[src/rtl/ucrop_pkg.sv]
// ---------------------------------------------------------------------------
// ucrop_pkg
// Shared constants and types of the UYVY crop and RGB565 conversion block.
// ---------------------------------------------------------------------------
package ucrop_pkg;

  // native frame geometry
  localparam int NATIVE_WIDTH  = 480;
  localparam int NATIVE_HEIGHT = 480;

  localparam int REG_W      = 9;
  localparam int CFG_ADDR_W = 2;
  localparam int COL_W      = (NATIVE_WIDTH > 2) ? $clog2(NATIVE_WIDTH) : 1;
  localparam int ROW_W      = $clog2(NATIVE_HEIGHT + 1);
  localparam int NATIVE_MAX = (NATIVE_WIDTH > NATIVE_HEIGHT) ? NATIVE_WIDTH : NATIVE_HEIGHT;
  localparam int CMP_W      = $clog2(NATIVE_MAX + 2 * (1 << REG_W) + 2);

  // register indexes
  localparam logic [CFG_ADDR_W-1:0] REG_CROP_LEFT  = 2'd0;
  localparam logic [CFG_ADDR_W-1:0] REG_CROP_TOP   = 2'd1;
  localparam logic [CFG_ADDR_W-1:0] REG_OUT_WIDTH  = 2'd2;
  localparam logic [CFG_ADDR_W-1:0] REG_OUT_HEIGHT = 2'd3;

  localparam logic [REG_W-1:0] RST_CROP_LEFT  = 9'd80;
  localparam logic [REG_W-1:0] RST_CROP_TOP   = 9'd120;
  localparam logic [REG_W-1:0] RST_OUT_WIDTH  = 9'd320;
  localparam logic [REG_W-1:0] RST_OUT_HEIGHT = 9'd240;

  // group queue, depth a power of two
  localparam int QUEUE_DEPTH = 4;
  localparam int QPTR_W      = $clog2(QUEUE_DEPTH);
  localparam int QCNT_W      = $clog2(QUEUE_DEPTH + 1);

  // BT.601 limited range coefficients
  localparam int PROD_W = 18;
  localparam int SUM_W  = 20;
  localparam logic signed [PROD_W-1:0] K_Y    = 18'sd298;
  localparam logic signed [PROD_W-1:0] K_RV   = 18'sd409;
  localparam logic signed [PROD_W-1:0] K_GU   = 18'sd100;
  localparam logic signed [PROD_W-1:0] K_GV   = 18'sd208;
  localparam logic signed [PROD_W-1:0] K_BU   = 18'sd516;
  localparam logic signed [SUM_W-1:0]  K_RND  = 20'sd128;
  localparam logic signed [9:0]        Y_OFS  = 10'sd16;
  localparam logic signed [9:0]        C_OFS  = 10'sd128;

  typedef struct packed {
    logic [7:0] cb;
    logic [7:0] ye;
    logic [7:0] cr;
    logic [7:0] yo;
    logic       keep_e;
    logic       keep_o;
    logic       fl_e;
    logic       fl_o;
  } grp_t;

  typedef struct packed {
    logic signed [PROD_W-1:0] py;
    logic signed [PROD_W-1:0] prv;
    logic signed [PROD_W-1:0] pgu;
    logic signed [PROD_W-1:0] pgv;
    logic signed [PROD_W-1:0] pbu;
    logic                     run_last;
    logic                     frame_last;
  } prod_t;

endpackage

[src/rtl/uyvy_crop_to_rgb565.sv]
// ---------------------------------------------------------------------------
// uyvy_crop_to_rgb565
// Crops a UYVY raster stream and converts the kept pixels to RGB565.
// ---------------------------------------------------------------------------
// Input channel: one UYVY group per word (U, Y even, V, Y odd), with
// in_tuser set on the first group of a frame to restart at column 0, row 0.
// Output channel: one RGB565 pixel per word, even pixel first; out_tlast
// marks the last pixel made from a group, out_tuser the last pixel of the
// crop window. Groups outside the window produce no words.
// Configuration: write crop_left, crop_top, out_width, out_height through
// cfg_we/cfg_addr/cfg_wdata while the block is idle.
// Path: an accepted group is written into the queue; each kept pixel then
// passes the product register and the output register. The back end issues
// one pixel per cycle while the output is not stalled, even pixel first.
// A 4-entry group queue decouples input acceptance from pixel output.
// Reset: synchronous, restores the default window (80, 120, 320 x 240),
// clears position, queue and pipeline. When the receiver stalls, the output
// word holds, the pipeline fills, then the queue, then in_tready drops.
// ---------------------------------------------------------------------------
module uyvy_crop_to_rgb565 (
  input  logic                              clk,
  input  logic                              rst_n,
  input  logic                              cfg_we,
  input  logic [ucrop_pkg::CFG_ADDR_W-1:0]  cfg_addr,
  input  logic [ucrop_pkg::REG_W-1:0]       cfg_wdata,
  input  logic                              in_tvalid,
  output logic                              in_tready,
  input  logic [31:0]                       in_tdata,   // u_sample, y_even, v_sample, y_odd
  input  logic                              in_tuser,   // frame_start
  output logic                              out_tvalid,
  input  logic                              out_tready,
  output logic [15:0]                       out_tdata,  // pixel
  output logic                              out_tlast,  // run_last
  output logic                              out_tuser   // frame_last
);

  logic            push, pop, q_empty, q_full;
  ucrop_pkg::grp_t push_data, head;

  assign in_tready = !q_full;

  ucrop_front u_front (
    .clk       (clk),
    .rst_n     (rst_n),
    .cfg_we    (cfg_we),
    .cfg_addr  (cfg_addr),
    .cfg_wdata (cfg_wdata),
    .in_tvalid (in_tvalid),
    .in_tready (in_tready),
    .in_tdata  (in_tdata),
    .in_tuser  (in_tuser),
    .push      (push),
    .push_data (push_data)
  );

  ucrop_queue u_queue (
    .clk       (clk),
    .rst_n     (rst_n),
    .push      (push),
    .push_data (push_data),
    .pop       (pop),
    .head      (head),
    .empty     (q_empty),
    .full      (q_full)
  );

  ucrop_back u_back (
    .clk        (clk),
    .rst_n      (rst_n),
    .head       (head),
    .empty      (q_empty),
    .pop        (pop),
    .out_tvalid (out_tvalid),
    .out_tready (out_tready),
    .out_tdata  (out_tdata),
    .out_tlast  (out_tlast),
    .out_tuser  (out_tuser)
  );

endmodule

[src/rtl/ucrop_queue.sv]
// ---------------------------------------------------------------------------
// ucrop_queue
// Short FIFO of classified groups between the front and the back end.
// ---------------------------------------------------------------------------
module ucrop_queue (
  input  logic              clk,
  input  logic              rst_n,
  input  logic              push,
  input  ucrop_pkg::grp_t   push_data,
  input  logic              pop,
  output ucrop_pkg::grp_t   head,
  output logic              empty,
  output logic              full
);

  ucrop_pkg::grp_t                    q_mem [ucrop_pkg::QUEUE_DEPTH];
  logic [ucrop_pkg::QPTR_W-1:0]       wr_ptr_r, wr_ptr_nxt;
  logic [ucrop_pkg::QPTR_W-1:0]       rd_ptr_r, rd_ptr_nxt;
  logic [ucrop_pkg::QCNT_W-1:0]       count_r, count_nxt;
  logic                               do_push, do_pop;

  assign full    = (count_r == ucrop_pkg::QCNT_W'(ucrop_pkg::QUEUE_DEPTH));
  assign empty   = (count_r == '0);
  assign do_push = push && !full;
  assign do_pop  = pop && !empty;
  assign head    = q_mem[rd_ptr_r];

  always_comb begin
    wr_ptr_nxt = do_push ? wr_ptr_r + 1'b1 : wr_ptr_r;
    rd_ptr_nxt = do_pop ? rd_ptr_r + 1'b1 : rd_ptr_r;
    count_nxt  = count_r;
    if (do_push && !do_pop) begin
      count_nxt = count_r + 1'b1;
    end else if (do_pop && !do_push) begin
      count_nxt = count_r - 1'b1;
    end
  end

  always_ff @(posedge clk) begin
    if (!rst_n) begin
      wr_ptr_r <= '0;
      rd_ptr_r <= '0;
      count_r  <= '0;
    end else begin
      wr_ptr_r <= wr_ptr_nxt;
      rd_ptr_r <= rd_ptr_nxt;
      count_r  <= count_nxt;
    end
  end

  always_ff @(posedge clk) begin
    if (do_push) begin
      q_mem[wr_ptr_r] <= push_data;
    end
  end

endmodule

[src/rtl/ucrop_front.sv]
// ---------------------------------------------------------------------------
// ucrop_front
// Holds the crop registers, tracks the raster position and marks which
// pixels of each group fall inside the clipped crop window.
// ---------------------------------------------------------------------------
module ucrop_front (
  input  logic                                clk,
  input  logic                                rst_n,
  input  logic                                cfg_we,
  input  logic [ucrop_pkg::CFG_ADDR_W-1:0]    cfg_addr,
  input  logic [ucrop_pkg::REG_W-1:0]         cfg_wdata,
  input  logic                                in_tvalid,
  input  logic                                in_tready,
  input  logic [31:0]                         in_tdata,   // u_sample, y_even, v_sample, y_odd
  input  logic                                in_tuser,   // frame_start
  output logic                                push,
  output ucrop_pkg::grp_t                     push_data
);

  localparam int CW = ucrop_pkg::CMP_W;

  logic [ucrop_pkg::REG_W-1:0] crop_left_r, crop_top_r, out_width_r, out_height_r;
  logic [ucrop_pkg::COL_W-1:0] col_r, col_nxt, col_cur;
  logic [ucrop_pkg::ROW_W-1:0] row_r, row_nxt, row_cur;
  logic [CW-1:0]               x_end_raw, y_end_raw, x_end, y_end;
  logic [CW-1:0]               xe, xo, yr, col_step;
  logic                        row_in, keep_e, keep_o, accept;

  assign accept  = in_tvalid && in_tready;
  assign col_cur = in_tuser ? '0 : col_r;
  assign row_cur = in_tuser ? '0 : row_r;

  always_comb begin
    x_end_raw = CW'(crop_left_r) + CW'(out_width_r);
    y_end_raw = CW'(crop_top_r) + CW'(out_height_r);
    x_end = (x_end_raw > CW'(ucrop_pkg::NATIVE_WIDTH)) ?
            CW'(ucrop_pkg::NATIVE_WIDTH) : x_end_raw;
    y_end = (y_end_raw > CW'(ucrop_pkg::NATIVE_HEIGHT)) ?
            CW'(ucrop_pkg::NATIVE_HEIGHT) : y_end_raw;
    xe = CW'(col_cur);
    xo = xe + 1'b1;
    yr = CW'(row_cur);
    row_in = (yr >= CW'(crop_top_r)) && (yr < y_end);
    keep_e = row_in && (xe >= CW'(crop_left_r)) && (xe < x_end);
    keep_o = row_in && (xo >= CW'(crop_left_r)) && (xo < x_end);

    push_data.cb     = in_tdata[7:0];
    push_data.ye     = in_tdata[15:8];
    push_data.cr     = in_tdata[23:16];
    push_data.yo     = in_tdata[31:24];
    push_data.keep_e = keep_e;
    push_data.keep_o = keep_o;
    push_data.fl_e   = (xo == x_end) && (yr + 1'b1 == y_end);
    push_data.fl_o   = (xo + 1'b1 == x_end) && (yr + 1'b1 == y_end);
    push = accept && (keep_e || keep_o);
  end

  // advance two columns per group, wrap into the next row, hold past the last row
  always_comb begin
    col_nxt  = col_r;
    row_nxt  = row_r;
    col_step = xe + CW'(2);
    if (accept) begin
      col_nxt = col_cur;
      row_nxt = row_cur;
      if (yr < CW'(ucrop_pkg::NATIVE_HEIGHT)) begin
        if (col_step >= CW'(ucrop_pkg::NATIVE_WIDTH)) begin
          col_nxt = '0;
          row_nxt = row_cur + 1'b1;
        end else begin
          col_nxt = col_step[ucrop_pkg::COL_W-1:0];
        end
      end
    end
  end

  always_ff @(posedge clk) begin
    if (!rst_n) begin
      col_r <= '0;
      row_r <= '0;
    end else begin
      col_r <= col_nxt;
      row_r <= row_nxt;
    end
  end

  always_ff @(posedge clk) begin
    if (!rst_n) begin
      crop_left_r  <= ucrop_pkg::RST_CROP_LEFT;
      crop_top_r   <= ucrop_pkg::RST_CROP_TOP;
      out_width_r  <= ucrop_pkg::RST_OUT_WIDTH;
      out_height_r <= ucrop_pkg::RST_OUT_HEIGHT;
    end else if (cfg_we) begin
      case (cfg_addr)
        ucrop_pkg::REG_CROP_LEFT:  crop_left_r  <= cfg_wdata;
        ucrop_pkg::REG_CROP_TOP:   crop_top_r   <= cfg_wdata;
        ucrop_pkg::REG_OUT_WIDTH:  out_width_r  <= cfg_wdata;
        ucrop_pkg::REG_OUT_HEIGHT: out_height_r <= cfg_wdata;
        default: ;
      endcase
    end
  end

endmodule

[src/rtl/ucrop_back.sv]
// ---------------------------------------------------------------------------
// ucrop_back
// Splits each queued group into kept pixels, one per cycle unless stalled,
// feeding a two-stage YCbCr to RGB565 pipeline with an output register.
// ---------------------------------------------------------------------------
module ucrop_back (
  input  logic              clk,
  input  logic              rst_n,
  input  ucrop_pkg::grp_t   head,
  input  logic              empty,
  output logic              pop,
  output logic              out_tvalid,
  input  logic              out_tready,
  output logic [15:0]       out_tdata,   // pixel
  output logic              out_tlast,   // run_last
  output logic              out_tuser    // frame_last
);

  localparam int PW = ucrop_pkg::PROD_W;
  localparam int SW = ucrop_pkg::SUM_W;

  function automatic logic [7:0] clamp_byte(input logic signed [SW-1:0] s);
    logic signed [SW-1:0] q;
    q = s >>> 8;
    if (q < 0) begin
      clamp_byte = 8'd0;
    end else if (q > SW'(255)) begin
      clamp_byte = 8'd255;
    end else begin
      clamp_byte = q[7:0];
    end
  endfunction

  logic                 phase_r, phase_nxt;
  logic                 sel_odd, last_pix, issue, s1_ready, s2_ready;
  logic [7:0]           y_sel;
  logic signed [9:0]    c_s, d_s, e_s;
  logic                 s1_valid_r;
  ucrop_pkg::prod_t     s1_r, s1_nxt;
  logic signed [SW-1:0] r_sum, g_sum, b_sum;
  logic [7:0]           r8, g8, b8;
  logic                 out_valid_r;
  logic [15:0]          pixel_r;
  logic                 run_last_r, frame_last_r;

  assign s2_ready = !out_valid_r || out_tready;
  assign s1_ready = !s1_valid_r || s2_ready;

  // even pixel first; skip it when it lies outside the window
  always_comb begin
    sel_odd   = !head.keep_e || phase_r;
    last_pix  = sel_odd || !head.keep_o;
    issue     = !empty && s1_ready;
    pop       = issue && last_pix;
    phase_nxt = phase_r;
    if (issue) begin
      phase_nxt = !last_pix;
    end
  end

  always_comb begin
    y_sel = sel_odd ? head.yo : head.ye;
    c_s = $signed({2'b00, y_sel}) - ucrop_pkg::Y_OFS;
    d_s = $signed({2'b00, head.cb}) - ucrop_pkg::C_OFS;
    e_s = $signed({2'b00, head.cr}) - ucrop_pkg::C_OFS;
    s1_nxt.py         = PW'(c_s) * ucrop_pkg::K_Y;
    s1_nxt.prv        = PW'(e_s) * ucrop_pkg::K_RV;
    s1_nxt.pgu        = PW'(d_s) * ucrop_pkg::K_GU;
    s1_nxt.pgv        = PW'(e_s) * ucrop_pkg::K_GV;
    s1_nxt.pbu        = PW'(d_s) * ucrop_pkg::K_BU;
    s1_nxt.run_last   = last_pix;
    s1_nxt.frame_last = sel_odd ? head.fl_o : head.fl_e;
  end

  always_comb begin
    r_sum = SW'(s1_r.py) + SW'(s1_r.prv) + ucrop_pkg::K_RND;
    g_sum = SW'(s1_r.py) - SW'(s1_r.pgu) - SW'(s1_r.pgv) + ucrop_pkg::K_RND;
    b_sum = SW'(s1_r.py) + SW'(s1_r.pbu) + ucrop_pkg::K_RND;
    r8 = clamp_byte(r_sum);
    g8 = clamp_byte(g_sum);
    b8 = clamp_byte(b_sum);
  end

  always_ff @(posedge clk) begin
    if (!rst_n) begin
      phase_r     <= 1'b0;
      s1_valid_r  <= 1'b0;
      out_valid_r <= 1'b0;
    end else begin
      phase_r <= phase_nxt;
      if (s1_ready) begin
        s1_valid_r <= issue;
      end
      if (s2_ready) begin
        out_valid_r <= s1_valid_r;
      end
    end
  end

  always_ff @(posedge clk) begin
    if (issue) begin
      s1_r <= s1_nxt;
    end
    if (s2_ready && s1_valid_r) begin
      pixel_r      <= {r8[7:3], g8[7:2], b8[7:3]};
      run_last_r   <= s1_r.run_last;
      frame_last_r <= s1_r.frame_last;
    end
  end

  assign out_tvalid = out_valid_r;
  assign out_tdata  = pixel_r;
  assign out_tlast  = run_last_r;
  assign out_tuser  = frame_last_r;

endmodule

[config.mk]
export PLATFORM = sky130hd
export DESIGN_NAME = uyvy_crop_to_rgb565
export DESIGN_NICKNAME = d
export VERILOG_FILES = /design/src/rtl/ucrop_pkg.sv /design/src/rtl/uyvy_crop_to_rgb565.sv /design/src/rtl/ucrop_queue.sv /design/src/rtl/ucrop_front.sv /design/src/rtl/ucrop_back.sv
export SDC_FILE = /design/constraint.sdc
export NUM_CORES = 1
export LEC_CHECK = 0
export ABC_AREA = 1
export BUFFER_PORTS_ARGS = -buffer_cell sky130_fd_sc_hd__clkbuf_2
export CAP_MARGIN = 20
export CORE_MARGIN = 4
export CORE_UTILIZATION = 57
export DETAILED_ROUTE_END_ITERATION = 8
export PLACE_DENSITY_LB_ADDON = 0.1
export SYNTH_ARGS = -nofsm -noshare
export SYNTH_HDL_FRONTEND = slang
export SYNTH_HIERARCHICAL = 1
export SYNTH_SLANG_ARGS = --single-unit
[constraint.sdc]
create_clock -name clk -period 8.3 [get_ports clk]
set_input_delay 0.83 -clock clk [delete_from_list [all_inputs] [get_ports clk]]
set_output_delay 0.83 -clock clk [all_outputs]
set_load 0.02 [all_outputs]
==> impl_metrics.json <==
{
  "status": "finished, final reports clean",
  "postRouteAntennaNets": 0,
  "p_seq_frac": 0.381,
  "routed_via_density": 5.40,
  "arrival_ns": 6.79,
  "die_x_um": 209,
  "hold_path_class": "reg -> reg",
  "ys.flop_type": "edfxtp_1",
  "synth_cell_types": 58,
  "dpl.hpwl_um": 38900,
  "clock_latency_ns": 0.56,
  "die_height_um": 209,
  "synth_edf_count": 239,
  "dp_slack_ns": 1.85,
  "final_util": 0.620,
  "io_pins": 69,
  "core_um2": 39800,
  "ctsResizeCount": 0,
  "max_freq_mhz": 154,
  "grt_pass1_vias": 17000,
  "h-tree-depth": 2,
  "timing_hold_violations_final": 0,
  "cts.sinks": 305,
  "io_buffers": 68,
  "cts_buffers": 35,
  "crit_top_cell": "ha_1",
  "powerDensity_nw_per_um2": 191,
  "synth_cells": 2609,
  "total_power_mw": 4.70,
  "ys_async_sr_fraction": 0,
  "die_area_um2": 43600,
  "regArea_um2": 8500,
  "setup_violations": 0,
  "drtIter0Drc": 1121,
  "wl_met3_um": 2470,
  "clk_pin_slew_ns": 0.06,
  "start_util": 0.577,
  "period_minus_slack_ns": 6.51,
  "m1WireLength_um": 22600,
  "syn_avg_cell_area_um2": 8.81,
  "fin_ws_ns": 1.79,
  "area_growth_pct": 7.40,
  "finalCritPeriodShare": 0.785,
  "route.met2.wl_um": 24600,
  "finalWirelength_um": 50900,
  "critPathTopFamily": "adder cells",
  "cts_tree": "built",
  "worst_pin_slew_ns": 1.08,
  "netSwitchingFraction": 0.338,
  "nets": 3097,
  "design_area_um2": 24700,
  "hold_start": "u_back/s1_r[0]",
  "p_switching_mw": 1.59,
  "grt_usage": 0.233,
  "path_max_fanout": 37,
  "cts.path.max_buffers": 3,
  "cts_hold_buf": 0,
  "place.gp.congestion": 0.866,
  "hold_ws_ns": 0.441,
  "postPlaceCellArea_um2": 23600,
  "endpoint_kind": "flop",
  "crit_slowest_cell": "clkinv_2",
  "crit_type": "reg -> reg",
  "crit_required_ns": 8.58,
  "netlist_area_um2": 23000,
  "numPlacedInstances": 3143,
  "tns_ns": 0,
  "first_pass_iters": 5,
  "p_int_mw": 3.11,
  "maxCapViolCount": 0,
  "relSlewSlack": 0.283,
  "layout-drive-gt1-share": 0.0790,
  "synth_nets": 3050,
  "grt_max_degree": 75,
  "routed.top_layer": "met5",
  "clockPowerShare": 0.312,
  "ys_seq_area_frac": 0.370,
  "critPathMaxStageDelay_ns": 0.58,
  "path_cells": "buf_4 > clkinv_2 > o21ai_1 > o22ai_1 > nand2_4 > mux2i_1 > ha_1 > inv_1 > nor3_4 > ha_1 > ha_1 > inv_1 > fa_1 > fa_1 > inv_1 > ha_1 > a21oi_1 > o21ai_0 > a21oi_1 > o21a_1 > o21ai_0 > xor2_1",
  "post-cts-setup-buffer-count": 0,
  "clock_skew_ns": 0.0204,
  "cellLeakagePower_nw": 11.8,
  "comb_power_share": 0.307,
  "stdcell_count": 3208,
  "cts_root_buf": "clkbuf_16",
  "slew_violations": 0,
  "antenna_found_initial": 4,
  "timing.critical_path.buf_inv": 5,
  "route.detailed.drc": 0,
  "routedWlPerCell_um": 15.9,
  "peakVddDrop_mv": 0.168,
  "worstSetupStartpointType": "flop",
  "ys_ff_latch": 305,
  "multi_input_area_um2": 12400,
  "fillerInstances": 3442,
  "num_vias": 17300,
  "grt_pass1_wl_um": 83600,
  "num_rows": 73,
  "ys_warn_count": 6,
  "rsz0062_at_grt": "false",
  "grt-ovfl-total": 0
}
power by group through the flow:
stage / Sequential, mW / Clock (mW) / Combinational, mW
finish: 1.79 / 1.47 / 1.44
global route: 1.80 / 1.57 / 1.67
CTS: 1.79 / 1.51 / 1.44
detailed placement: 1.83 / 0 / 1.43
global placement: 1.82 / 0 / 1.40
floorplan: 1.81 / 0 / 1.13
layout make-up:
type | count | area share
inverter | 421 | 0.0646
clock buffer | 48 | 0.0379
timing repair buffer | 81 | 0.0177
sequential | 305 | 0.344
clock inverter | 15 | 0.00553
tap | 525 | 0.0266
antenna | 1 | 0.000101
multi-input combinational | 1812 | 0.503
worst reg2reg max path, delay by kind of cell (launching register included):
family	cells	cell delay [ns]
flip-flops	1	0.31
XOR/XNOR	1	0.16
multiplexers	1	0.51
AND/OR/NAND/NOR	2	0.60
adder cells (fa/ha/maj)	6	2.29
AO/OA/AOI/OAI	7	1.21
buffers and inverters	5	1.15
path summary, 6_finish.rpt:
check	cells after the start	slack, ns	end
worst min-delay path	0	0.44	u_back/out_tuser
worst min register to register	0	0.44	u_back/out_tuser
worst max register to register	22	1.79	u_back/s1_r[91]
worst max-delay path	22	1.79	u_back/s1_r[91]
synthesized netlist by cell type, types with 6 or more instances:
master / count / area share
buf_2: 9 / 0.0020
xnor2_1: 15 / 0.0057
dfxtp_1: 66 / 0.058
clkbuf_1: 10 / 0.0016
nand2_2: 15 / 0.0041
o22ai_1: 36 / 0.0098
nand3b_1: 9 / 0.0029
a31oi_1: 17 / 0.0046
o21ai_0: 103 / 0.022
ha_1: 336 / 0.18
nor2_1: 221 / 0.036
buf_4: 44 / 0.014
nand2_1: 498 / 0.081
and3_1: 7 / 0.0019
nor2_2: 10 / 0.0027
nand3_2: 6 / 0.0026
nor2_4: 6 / 0.0029
nand3_1: 102 / 0.022
a21oi_1: 146 / 0.032
o21a_1: 6 / 0.0020
inv_2: 12 / 0.0020
o21bai_1: 15 / 0.0049
nand2_4: 6 / 0.0029
o21ai_1: 43 / 0.0094
inv_1: 403 / 0.066
xor2_1: 56 / 0.021
nand4_1: 26 / 0.0071
fa_1: 56 / 0.049
edfxtp_1: 239 / 0.31
o211ai_1: 13 / 0.0042
nor3_1: 13 / 0.0028
a21o_1: 9 / 0.0029
kinds of logic after synthesis:
group	Yosys count	share of synthesized area
flip-flops	305	0.370
XOR/XNOR	74	0.0302
other	1	0.000163
adder cells (fa/ha/maj)	392	0.232
multiplexers	1	0.000436
AND/OR/NAND/NOR	940	0.178
buffers and inverters	492	0.0913
AO/OA/AOI/OAI	404	0.0980
sequential cells by signal (all words and copies together) (netlist names), 2 cells and up, named ones only:
| signal | cells |
|---|---|
| u_queue/wr_ptr_r | 2 |
| u_queue/count_r | 3 |
| u_back/s1_r | 77 |
| u_back/out_tdata | 16 |
| u_front/crop_top_r | 9 |
| u_front/out_height_r | 9 |
| u_queue/q_mem | 144 |
| u_front/col_r | 9 |
| u_front/out_width_r | 9 |
| u_front/crop_left_r | 9 |
| u_queue/rd_ptr_r | 2 |
| u_front/row_r | 9 |
layout by cell type, fill, tap and decap left out, types with 4 or more instances in the layout:
cell       Yosys  layout
xnor2_1       15      15
o21ai_0      103     103
xor2_1        56      56
dfxtp_1       66      65
nor3_1        13      13
nor2_1       221     217
inv_2         12      13
nand2_4        6       6
and3_1         7       7
nor2_2        10      10
clkbuf_2       0      68
a21oi_1      146     145
o21ai_1       43      43
clkinv_1       2       6
o21bai_1      15      15
nand2_2       15      15
nor4_1         5       5
inv_6          2       4
inv_1        403     402
o22ai_1       36      36
buf_4         44      12
ha_1         336     336
fa_1          56      56
nand3b_1       9       9
nand3_2        6       6
o21a_1         6       6
nand3_1      102     102
nand4_1       26      26
nor2_4         6      10
o221ai_1       5       5
nand2_1      498     498
a31oi_1       17      17
clkbuf_16      0      35
o211ai_1      13      13
edfxtp_1     239     239
clkbuf_1      10      12
clkinv_2       1       6
and2_1         4       4
a21o_1         9       9
routing by layer:
metal	vias to the layer above	GRT usage
li1	8779	-
met2	368	0.400
met4	4	0.0608
met5	-	0
met1	8101	0.311
met3	74	0.0353
(Power assumes the default switching activity.)
